### config.mk
export PLATFORM = sky130hd
export DESIGN_NAME = weighted_round_robin_task_ring_core
export DESIGN_NICKNAME = d
export VERILOG_FILES = /design/src/hdl/wrrtr_pkg.sv /design/src/hdl/wrrtr_ram.sv /design/src/hdl/weighted_round_robin_task_ring_core.sv
export VERILOG_INCLUDE_DIRS = /design/src /design/src/hdl
export SDC_FILE = /design/constraint.sdc
export NUM_CORES = 1
export LEC_CHECK = 0
export BUFFER_PORTS_ARGS = -buffer_cell sky130_fd_sc_hd__buf_2
export CAP_MARGIN = 20
export CORE_MARGIN = 8
export CORE_UTILIZATION = 40
export DETAILED_ROUTE_END_ITERATION = 10
export HOLD_SLACK_MARGIN = 0.15
export PLACE_DENSITY_LB_ADDON = 0.12
export SETUP_SLACK_MARGIN = 0.2
export SKIP_LAST_GASP = 1
export SLEW_MARGIN = 20
export SYNTH_ARGS = -nofsm -noshare
export SYNTH_HDL_FRONTEND = slang
export SYNTH_HIERARCHICAL = 1
export SYNTH_SLANG_ARGS = --single-unit
### constraint.sdc
create_clock -name i_clk -period 5.6 [get_ports i_clk]
set_input_delay 1.12 -clock i_clk [delete_from_list [all_inputs] [get_ports i_clk]]
set_output_delay 1.12 -clock i_clk [all_outputs]
set_load 0.02 [all_outputs]
### src/hdl/assert_macros.svh
// assertion macros shared by the scheduler rtl
// no dependencies; compiled to nothing when SYNTHESIS is defined
`ifndef ASSERT_MACROS_SVH
`define ASSERT_MACROS_SVH
`ifndef SYNTHESIS
// condition holds at every edge out of reset
`define ASSERT_HOLDS(label, clk, rst_n, cond) \
    label: assert property (@(posedge clk) disable iff (!rst_n) (cond)) \
        else $error("invariant violated");
// consequent holds in the same cycle as the antecedent
`define ASSERT_IMPLIES(label, clk, rst_n, ante, cons) \
    label: assert property (@(posedge clk) disable iff (!rst_n) (ante) |-> (cons)) \
        else $error("implication violated");
// consequent holds in the cycle after the antecedent
`define ASSERT_NEXT(label, clk, rst_n, ante, cons) \
    label: assert property (@(posedge clk) disable iff (!rst_n) (ante) |=> (cons)) \
        else $error("next-cycle implication violated");
`else
`define ASSERT_HOLDS(label, clk, rst_n, cond)
`define ASSERT_IMPLIES(label, clk, rst_n, ante, cons)
`define ASSERT_NEXT(label, clk, rst_n, ante, cons)
`endif
`endif

### src/hdl/wrrtr_pkg.sv
// types, constants and word layouts for the weighted round-robin task ring
// no dependencies; imported by the top level
package wrrtr_pkg;

    localparam int MAX_TASKS     = 16;
    localparam int PRIORITY_BITS = 7;
    localparam int SLOT_W        = $clog2(MAX_TASKS);
    localparam int COUNT_W       = $clog2(MAX_TASKS + 1);

    typedef logic [SLOT_W-1:0]        t_slot;
    typedef logic [PRIORITY_BITS-1:0] t_prio;
    typedef logic [COUNT_W-1:0]       t_count;

    typedef enum logic [2:0] {
        OP_TICK   = 3'd0,
        OP_CREATE = 3'd1,
        OP_EXIT   = 3'd2,
        OP_LOCK   = 3'd3,
        OP_UNLOCK = 3'd4,
        OP_SKIP   = 3'd5
    } t_opcode;

    typedef enum logic [1:0] {
        STAT_OK      = 2'd0,
        STAT_FULL    = 2'd1,
        STAT_REFUSED = 2'd2
    } t_status;

    typedef enum logic [2:0] {
        S_IDLE,
        S_EXEC,
        S_T_NEXT,
        S_T_DONE,
        S_C_LINK,
        S_C_DONE,
        S_X_DONE
    } t_state;

    // input word, lowest bits first: opcode, new_priority, zero fill
    typedef struct packed {
        logic [5:0] fill;
        logic [6:0] new_priority;
        logic [2:0] opcode;
    } t_command;

    // result word, lowest bits first: status .. quantum_left
    typedef struct packed {
        logic [6:0] quantum_left;
        logic [4:0] task_count;
        logic [3:0] created_task;
        logic [3:0] running_task;
        logic       switch_slot;
        logic       switched;
        logic [1:0] status;
    } t_result;

endpackage

### src/hdl/wrrtr_ram.sv
// generic link/priority ram: one write port, one registered read port
// per-entry valid bits give entry 0 its reset value and the rest zero
module wrrtr_ram #(
    parameter int               WIDTH = 4,
    parameter int               DEPTH = 16,
    parameter logic [WIDTH-1:0] RST0  = '0
) (
    input  logic                     i_clk,
    input  logic                     i_rst_n,
    input  logic                     i_we,
    input  logic [$clog2(DEPTH)-1:0] i_waddr,
    input  logic [WIDTH-1:0]         i_wdata,
    input  logic                     i_re,
    input  logic [$clog2(DEPTH)-1:0] i_raddr,
    output logic [WIDTH-1:0]         o_rdata
);
    logic [WIDTH-1:0] r_mem [DEPTH];
    logic [DEPTH-1:0] r_vld;
    logic [WIDTH-1:0] r_rdata;
    logic             r_rvld;
    logic             r_rzero;

    always_ff @(posedge i_clk) begin
        if (i_we) begin
            r_mem[i_waddr] <= i_wdata;
        end
        if (i_re) begin
            r_rdata <= r_mem[i_raddr];
        end
    end

    always_ff @(posedge i_clk) begin
        if (!i_rst_n) begin
            r_vld   <= '0;
            r_rvld  <= 1'b0;
            r_rzero <= 1'b0;
        end else begin
            if (i_we) begin
                r_vld[i_waddr] <= 1'b1;
            end
            if (i_re) begin
                r_rvld  <= r_vld[i_raddr];
                r_rzero <= (i_raddr == '0);
            end
        end
    end

    // unwritten entries read as their reset value
    assign o_rdata = r_rvld ? r_rdata : (r_rzero ? RST0 : '0);

endmodule

### src/hdl/weighted_round_robin_task_ring_core.sv
// weighted round-robin task ring: one word in, one result word out, one at a time
// lock, unlock, skip, counting tick, refused exit and full create finish in S_EXEC;
// exit adds S_X_DONE, create adds S_C_LINK and S_C_DONE, a switching tick adds
// S_T_NEXT and S_T_DONE; each final state waits while the result register is full
// synchronous active-low reset: idle task alone in the ring, no result pending
`include "assert_macros.svh"

module weighted_round_robin_task_ring_core (
    input  logic        i_clk,
    input  logic        i_rst_n,
    // command stream
    input  logic        i_s_tvalid,
    output logic        o_s_tready,
    input  logic [15:0] i_s_tdata,   // opcode[2:0], new_priority[9:3], zero fill
    // result stream
    output logic        o_m_tvalid,
    input  logic        i_m_tready,
    output logic [23:0] o_m_tdata    // status[1:0], switched[2], switch_slot[3],
                                     // running_task[7:4], created_task[11:8],
                                     // task_count[16:12], quantum_left[23:17]
);
    import wrrtr_pkg::*;

    // sequencer and command registers
    t_state     r_state, n_state;
    logic [2:0] r_op, n_op;
    t_prio      r_prio, n_prio;

    // scheduler state kept in flops
    t_slot          r_cur, n_cur;         // running task
    t_slot          r_end, n_end;         // insertion point for create
    t_count         r_count, n_count;     // tasks in the ring
    t_prio          r_quantum, n_quantum;
    logic           r_toggle, n_toggle;   // switch descriptor alternation
    logic           r_lock, n_lock;
    logic           r_exited, n_exited;   // running task has left the ring
    logic [MAX_TASKS-1:0] r_used, n_used;

    // per-item scratch: free slot / next task, and the slot after end
    t_slot r_slot, n_slot;
    t_slot r_aux, n_aux;

    // output register
    logic    r_o_valid, n_o_valid;
    t_result r_result, n_result;

    // ram ports
    logic  nx_we, nx_re, pv_we, pv_re, pr_we, pr_re;
    t_slot nx_waddr, nx_wdata, nx_raddr, nx_rdata;
    t_slot pv_waddr, pv_wdata, pv_raddr, pv_rdata;
    t_slot pr_waddr, pr_raddr;
    t_prio pr_wdata, pr_rdata;

    // lowest free slot
    logic  w_free_found;
    t_slot w_free_slot;

    logic     w_out_free;
    t_command w_cmd;

    assign w_cmd      = t_command'(i_s_tdata);
    assign w_out_free = !r_o_valid || i_m_tready;
    assign o_s_tready = (r_state == S_IDLE);
    assign o_m_tvalid = r_o_valid;
    assign o_m_tdata  = r_result;

    // next links
    wrrtr_ram #(.WIDTH(SLOT_W), .DEPTH(MAX_TASKS), .RST0('0)) u_next_ram (
        .i_clk   (i_clk),
        .i_rst_n (i_rst_n),
        .i_we    (nx_we),
        .i_waddr (nx_waddr),
        .i_wdata (nx_wdata),
        .i_re    (nx_re),
        .i_raddr (nx_raddr),
        .o_rdata (nx_rdata)
    );

    // previous links
    wrrtr_ram #(.WIDTH(SLOT_W), .DEPTH(MAX_TASKS), .RST0('0)) u_prev_ram (
        .i_clk   (i_clk),
        .i_rst_n (i_rst_n),
        .i_we    (pv_we),
        .i_waddr (pv_waddr),
        .i_wdata (pv_wdata),
        .i_re    (pv_re),
        .i_raddr (pv_raddr),
        .o_rdata (pv_rdata)
    );

    // priorities, idle task gets a quantum of one
    wrrtr_ram #(.WIDTH(PRIORITY_BITS), .DEPTH(MAX_TASKS), .RST0(t_prio'(1))) u_prio_ram (
        .i_clk   (i_clk),
        .i_rst_n (i_rst_n),
        .i_we    (pr_we),
        .i_waddr (pr_waddr),
        .i_wdata (pr_wdata),
        .i_re    (pr_re),
        .i_raddr (pr_raddr),
        .o_rdata (pr_rdata)
    );

    // priority encoder over the used mask, lowest index wins
    always_comb begin
        w_free_found = 1'b0;
        w_free_slot  = '0;
        for (int i = MAX_TASKS - 1; i >= 0; i--) begin
            if (!r_used[i]) begin
                w_free_found = 1'b1;
                w_free_slot  = t_slot'(i);
            end
        end
    end

    always_ff @(posedge i_clk) begin
        if (!i_rst_n) begin
            r_state   <= S_IDLE;
            r_cur     <= '0;
            r_end     <= '0;
            r_count   <= t_count'(1);
            r_quantum <= '0;
            r_toggle  <= 1'b0;
            r_lock    <= 1'b0;
            r_exited  <= 1'b0;
            r_used    <= MAX_TASKS'(1);
            r_o_valid <= 1'b0;
        end else begin
            r_state   <= n_state;
            r_cur     <= n_cur;
            r_end     <= n_end;
            r_count   <= n_count;
            r_quantum <= n_quantum;
            r_toggle  <= n_toggle;
            r_lock    <= n_lock;
            r_exited  <= n_exited;
            r_used    <= n_used;
            r_o_valid <= n_o_valid;
        end
    end

    // payload registers
    always_ff @(posedge i_clk) begin
        r_op     <= n_op;
        r_prio   <= n_prio;
        r_slot   <= n_slot;
        r_aux    <= n_aux;
        r_result <= n_result;
    end

    always_comb begin
        logic       commit;
        t_status    status;
        logic       switched;
        logic       sw_slot;
        t_slot      created;

        commit   = 1'b0;
        status   = STAT_OK;
        switched = 1'b0;
        sw_slot  = 1'b0;
        created  = '0;

        n_state   = r_state;
        n_op      = r_op;
        n_prio    = r_prio;
        n_cur     = r_cur;
        n_end     = r_end;
        n_count   = r_count;
        n_quantum = r_quantum;
        n_toggle  = r_toggle;
        n_lock    = r_lock;
        n_exited  = r_exited;
        n_used    = r_used;
        n_slot    = r_slot;
        n_aux     = r_aux;
        n_o_valid = r_o_valid && !i_m_tready;
        n_result  = r_result;

        nx_we = 1'b0; nx_waddr = '0; nx_wdata = '0;
        nx_re = 1'b0; nx_raddr = r_cur;
        pv_we = 1'b0; pv_waddr = '0; pv_wdata = '0;
        pv_re = 1'b0; pv_raddr = r_cur;
        pr_we = 1'b0; pr_waddr = '0; pr_wdata = '0;
        pr_re = 1'b0; pr_raddr = nx_rdata;

        unique case (r_state)
            S_IDLE: begin
                if (i_s_tvalid) begin
                    n_op    = w_cmd.opcode;
                    n_prio  = t_prio'(w_cmd.new_priority);
                    n_state = S_EXEC;
                end
            end

            S_EXEC: begin
                case (r_op)
                    OP_TICK: begin
                        if (r_lock || r_quantum != '0) begin
                            // locked: frozen; otherwise spend one tick
                            if (w_out_free) begin
                                if (!r_lock) begin
                                    n_quantum = r_quantum - t_prio'(1);
                                end
                                commit = 1'b1;
                            end
                        end else begin
                            // quantum spent: fetch the next ring entry
                            nx_re    = 1'b1;
                            nx_raddr = r_cur;
                            n_state  = S_T_NEXT;
                        end
                    end
                    OP_CREATE: begin
                        if (!w_free_found) begin
                            if (w_out_free) begin
                                status = STAT_FULL;
                                commit = 1'b1;
                            end
                        end else begin
                            n_slot   = w_free_slot;
                            nx_re    = 1'b1;
                            nx_raddr = r_end;
                            n_state  = S_C_LINK;
                        end
                    end
                    OP_EXIT: begin
                        if (r_cur == '0 || r_exited) begin
                            if (w_out_free) begin
                                status = STAT_REFUSED;
                                commit = 1'b1;
                            end
                        end else begin
                            nx_re    = 1'b1;
                            nx_raddr = r_cur;
                            pv_re    = 1'b1;
                            pv_raddr = r_cur;
                            n_state  = S_X_DONE;
                        end
                    end
                    OP_LOCK: begin
                        if (w_out_free) begin
                            n_lock = 1'b1;
                            commit = 1'b1;
                        end
                    end
                    OP_UNLOCK: begin
                        if (w_out_free) begin
                            n_lock = 1'b0;
                            commit = 1'b1;
                        end
                    end
                    OP_SKIP: begin
                        if (w_out_free) begin
                            n_quantum = '0;
                            n_lock    = 1'b0;
                            commit    = 1'b1;
                        end
                    end
                    default: begin
                        // undefined opcodes complete with no effect
                        if (w_out_free) begin
                            commit = 1'b1;
                        end
                    end
                endcase
            end

            S_T_NEXT: begin
                // next task known; fetch its priority for the quantum reload
                n_slot   = nx_rdata;
                pr_re    = 1'b1;
                pr_raddr = nx_rdata;
                n_state  = S_T_DONE;
            end

            S_T_DONE: begin
                if (w_out_free) begin
                    if (r_exited) begin
                        // leaving an exited task releases its slot
                        n_used[r_cur] = 1'b0;
                        n_exited      = 1'b0;
                    end
                    n_cur     = r_slot;
                    n_quantum = pr_rdata;
                    n_toggle  = !r_toggle;
                    switched  = 1'b1;
                    sw_slot   = !r_toggle;
                    commit    = 1'b1;
                end
            end

            S_C_LINK: begin
                // fill in the new entry, remember the old successor of end
                n_aux    = nx_rdata;
                pr_we    = 1'b1;
                pr_waddr = r_slot;
                pr_wdata = r_prio;
                nx_we    = 1'b1;
                nx_waddr = r_slot;
                nx_wdata = nx_rdata;
                pv_we    = 1'b1;
                pv_waddr = r_slot;
                pv_wdata = r_end;
                n_state  = S_C_DONE;
            end

            S_C_DONE: begin
                if (w_out_free) begin
                    // splice the new entry between end and its old successor
                    pv_we         = 1'b1;
                    pv_waddr      = r_aux;
                    pv_wdata      = r_slot;
                    nx_we         = 1'b1;
                    nx_waddr      = r_end;
                    nx_wdata      = r_slot;
                    n_used[r_slot] = 1'b1;
                    n_end         = r_slot;
                    n_count       = r_count + t_count'(1);
                    created       = r_slot;
                    commit        = 1'b1;
                end
            end

            S_X_DONE: begin
                if (w_out_free) begin
                    // unlink the running task, its own links stay for the next tick
                    nx_we    = 1'b1;
                    nx_waddr = pv_rdata;
                    nx_wdata = nx_rdata;
                    pv_we    = 1'b1;
                    pv_waddr = nx_rdata;
                    pv_wdata = pv_rdata;
                    if (r_end == r_cur) begin
                        n_end = nx_rdata;
                    end
                    if (r_count != '0) begin
                        n_count = r_count - t_count'(1);
                    end
                    n_exited = 1'b1;
                    n_lock   = 1'b0;
                    commit   = 1'b1;
                end
            end

            default: begin
                n_state = S_IDLE;
            end
        endcase

        if (commit) begin
            n_state               = S_IDLE;
            n_o_valid             = 1'b1;
            n_result.status       = status;
            n_result.switched     = switched;
            n_result.switch_slot  = sw_slot;
            n_result.running_task = 4'(n_cur);
            n_result.created_task = 4'(created);
            n_result.task_count   = 5'(n_count);
            n_result.quantum_left = 7'(n_quantum);
        end
    end

    // idle task never gives up its slot
    `ASSERT_HOLDS(a_idle_slot_used, i_clk, i_rst_n, r_used[0])
    // taken slots are the ring members plus an exited task not yet left
    `ASSERT_HOLDS(a_used_matches_count, i_clk, i_rst_n, $countones(r_used) == (int'(r_count) + int'(r_exited)))
    // only a non-idle task can be marked exited
    `ASSERT_IMPLIES(a_exited_not_idle, i_clk, i_rst_n, r_exited, r_cur != '0)
    // one word in flight at a time
    `ASSERT_NEXT(a_single_item, i_clk, i_rst_n, i_s_tvalid && o_s_tready, !o_s_tready)

endmodule

==> impl_metrics.yaml <==
critical_path:
  worstSetupPathType: "flip-flop to flip-flop"
  critPathLaunchType: "flip-flop"
  end_kind: "flip-flop"
  arrival_ns: 4.18
  worstPathRequired_ns: 5.78
  critical_path_peak_fanout: 21
cts:
  clock_latency_ns: 0.56
  cts_tree: "done"
  post-cts-setup-buffers: 0
  numCtsBuffers: 44
  clock-root-buffer: "clkbuf_16"
  clockBufferDepth: 3
  path_clk_slew_ns: 0.06
  ctsResizeCount: 0
  h-tree-depth: 2
  cts.sinks: 392
  postCtsHoldBufs: 0
floorplan:
  row_count: 74
  dieArea_mm2: 0.04794
  initial_core_util: 0.4044
  die_h_um: 219.0
  core_mm2: 0.04074
  num_io_pins: 46
  dieWidth_um: 219.0
placement:
  dp_hpwl_um: 25400
  port-buffer-count: 39
  place.gp.congestion: 0.8495
  placed_area_mm2: 0.01724
drt:
  drt_pass1_iterations: 5
  wl_per_cell_um: 22.46
  via_per_inst: 5.592
  drc: 0
  ant_nets: 0
  dr_total_vias: 9528
  wirelength_um: 38280
  detail_route.iter0.violations: 791
synthesis:
  syn_area_per_cell_um2: 15.20
  synth_xor_area_frac: 0.003721
  synth_nets: 1107
  seq_area_frac_synth: 0.6567
  synth-edff-count: 297
  yosysWarnings: 6
  syn_inst: 1084
  netlist_area_mm2: 0.01648
  synth-simple-area-share: 0.09561
  synth.area.mux_share: 0.1335
  async_reset_ff_frac: 0
  synth-compound-area-share: 0.08581
  synth_cell_types: 68
  ys_ff_latch: 392
  ys.flop_type: "edfxtp_1"
  synth-adder-area-share: 0.002278
  synth_top_family_by_area: "multiplexers"
global_route:
  grt_pass1_wl_um: 58640
  gr-total-overflow: 0
  antenna_found_initial: 0
  grt_pass1_vias: 9367
  gr-usage-all-layers: 0.1603
  grt_max_degree: 50
power:
  swShare: 0.2412
  vdd.ir_drop.worst_v: 0.0002003
  p_comb_frac: 0.093
  pwr-share-seq: 0.491
  p_sw_uw: 1626
  power.internal_uw: 5114
  pwr-share-clk: 0.415
  leakage_uw: 0.006611
  power_density_mw_per_mm2: 361.5
sta:
  skew_ns: 0.01332
  hold_viol_final: 0
  relSlewSlack: 0.3073
  drv_slew: 0
  setup_tns_ns: 0
  max_freq_ghz: 0.2506
  period_minus_slack_ns: 3.991
  setup_violations: 0
  fin_crit_sh: 0.7126
  rsz0062_at_grt: "no"
  tightest_slew_ns: 1.033
layout:
  syn2layout_area_growth_pct: 13.17
  drive_gt1_frac: 0.1638
  diodes: 0
  nNetsFinal: 1161
  finalCoreUtilization: 0.4577
  design_area_mm2: 0.01865
flow_run:
  maxCapViolCount: 0
run_status:
  outcome: "completed"
hold_path:
  min_path_type: "flip-flop to flip-flop"
synth_stat cells (8+ instances only):
library cell | instances | area share
dfxtp_1 | 95 | 0.12
a221oi_1 | 8 | 0.0043
o21ai_0 | 33 | 0.010
a21oi_1 | 38 | 0.012
and2_1 | 43 | 0.016
nand2_1 | 68 | 0.015
nor2b_1 | 8 | 0.0030
nor3_1 | 22 | 0.0067
mux2i_1 | 15 | 0.0091
inv_1 | 19 | 0.0043
a21o_1 | 9 | 0.0041
buf_2 | 10 | 0.0030
nand3_1 | 17 | 0.0052
nand3b_1 | 14 | 0.0064
mux4_2 | 39 | 0.053
nor2_1 | 73 | 0.017
clkbuf_1 | 29 | 0.0066
a221o_1 | 12 | 0.0073
edfxtp_1 | 297 | 0.54
nand2b_1 | 12 | 0.0046
mux4_1 | 42 | 0.067
o21a_1 | 48 | 0.022
final cells by class:
type	instances	area [µm²]
clock inverter	22	185.2
multi-input combinational	619	5318
sequential	392	10820
clock buffer	58	1225
timing repair buffer	60	352.8
fill	3641	22090
inverter	21	78.83
tap	532	665.6
power by group through the flow:
stage               Combinational (µW)  Sequential (µW)  Clock, µW
global route                       690             3330       2980
global placement                   637             3370          0
detailed placement                 638             3380          0
finish                             629             3310       2800
CTS                                639             3310       2880
floorplan                          392             3390          0
layer usage:
| layer | track usage | vias up | share of wire |
|---|---|---|---|
| li1 | - | 4396 | - |
| met1 | 0.2225 | 4860 | 0.46 |
| met2 | 0.2560 | 209 | 0.48 |
| met3 | 0.02533 | 63 | 0.044 |
| met4 | 0.05182 | 0 | 0.023 |
| met5 | 0 | - | 0 |
metrics by stage:
step / setup WS, ns / power (µW) / hold WS [ns] / std cells
floorplan: 2.058 / 3782 / 0.4354 / 1084
global placement: 1.615 / 4011 / 0.4434 / 1624
detailed placement: 1.614 / 4013 / 0.4504 / 1624
CTS: 1.602 / 6830 / 0.4637 / 1704
global route: 1.331 / 6991 / 0.4778 / 1704
finish: 1.609 / 6740 / 0.4610 / 1704
worst paths after layout:
check / startpoint / to / slack (ns) / depth (start not counted)
worst min register to register: u_next_ram/r_vld[10] / u_next_ram/r_vld[10] / 0.46 / 1
worst min-delay path: u_next_ram/r_vld[10] / u_next_ram/r_vld[10] / 0.46 / 1
worst max-delay path: r_state[2] / u_prev_ram/r_mem[0][0] / 1.61 / 6
worst max register to register: r_state[2] / u_prev_ram/r_mem[0][0] / 1.61 / 6
cell families (layout without fill, tap and decap cells):
family | after synthesis | count (layout)
flops | 392 | 392
simple gates | 304 | 304
compound gates | 203 | 203
mux | 102 | 102
buf+inv | 73 | 161
xor+xnor | 7 | 7
fa+ha+maj | 3 | 3
critical path, cell delays in order (launching register included):
cell and delay [ns]:
dfxtp_1 0.85, nand3b_1 0.41, nor2_1 0.52, buf_4 0.28
or3_1 0.31, or3b_2 0.52, nor3_1 0.72
layout by cell type, fill, tap and decap left out, drive strengths merged, types with 23 or more instances in the layout:
cell type / n
edfxtp: 297
dfxtp: 95
mux4: 81
nor2: 73
nand2: 68
buf: 60
clkbuf: 58
o21a: 48
and2: 43
a21oi: 38
o21ai: 33
nor3: 23
sequential cells by signal, summed over array words and instances, names as in the netlist, 7 cells and up:
name	count
u_prio_ram/r_vld	16
r_quantum	7
u_prio_ram/r_rdata	7
u_next_ram/r_mem	64
u_prev_ram/r_vld	16
u_prev_ram/r_mem	64
r_prio	7
o_m_tdata	24
u_prio_ram/r_mem	112
r_used	16
u_next_ram/r_vld	16
Power figures use the tool's default switching activity.
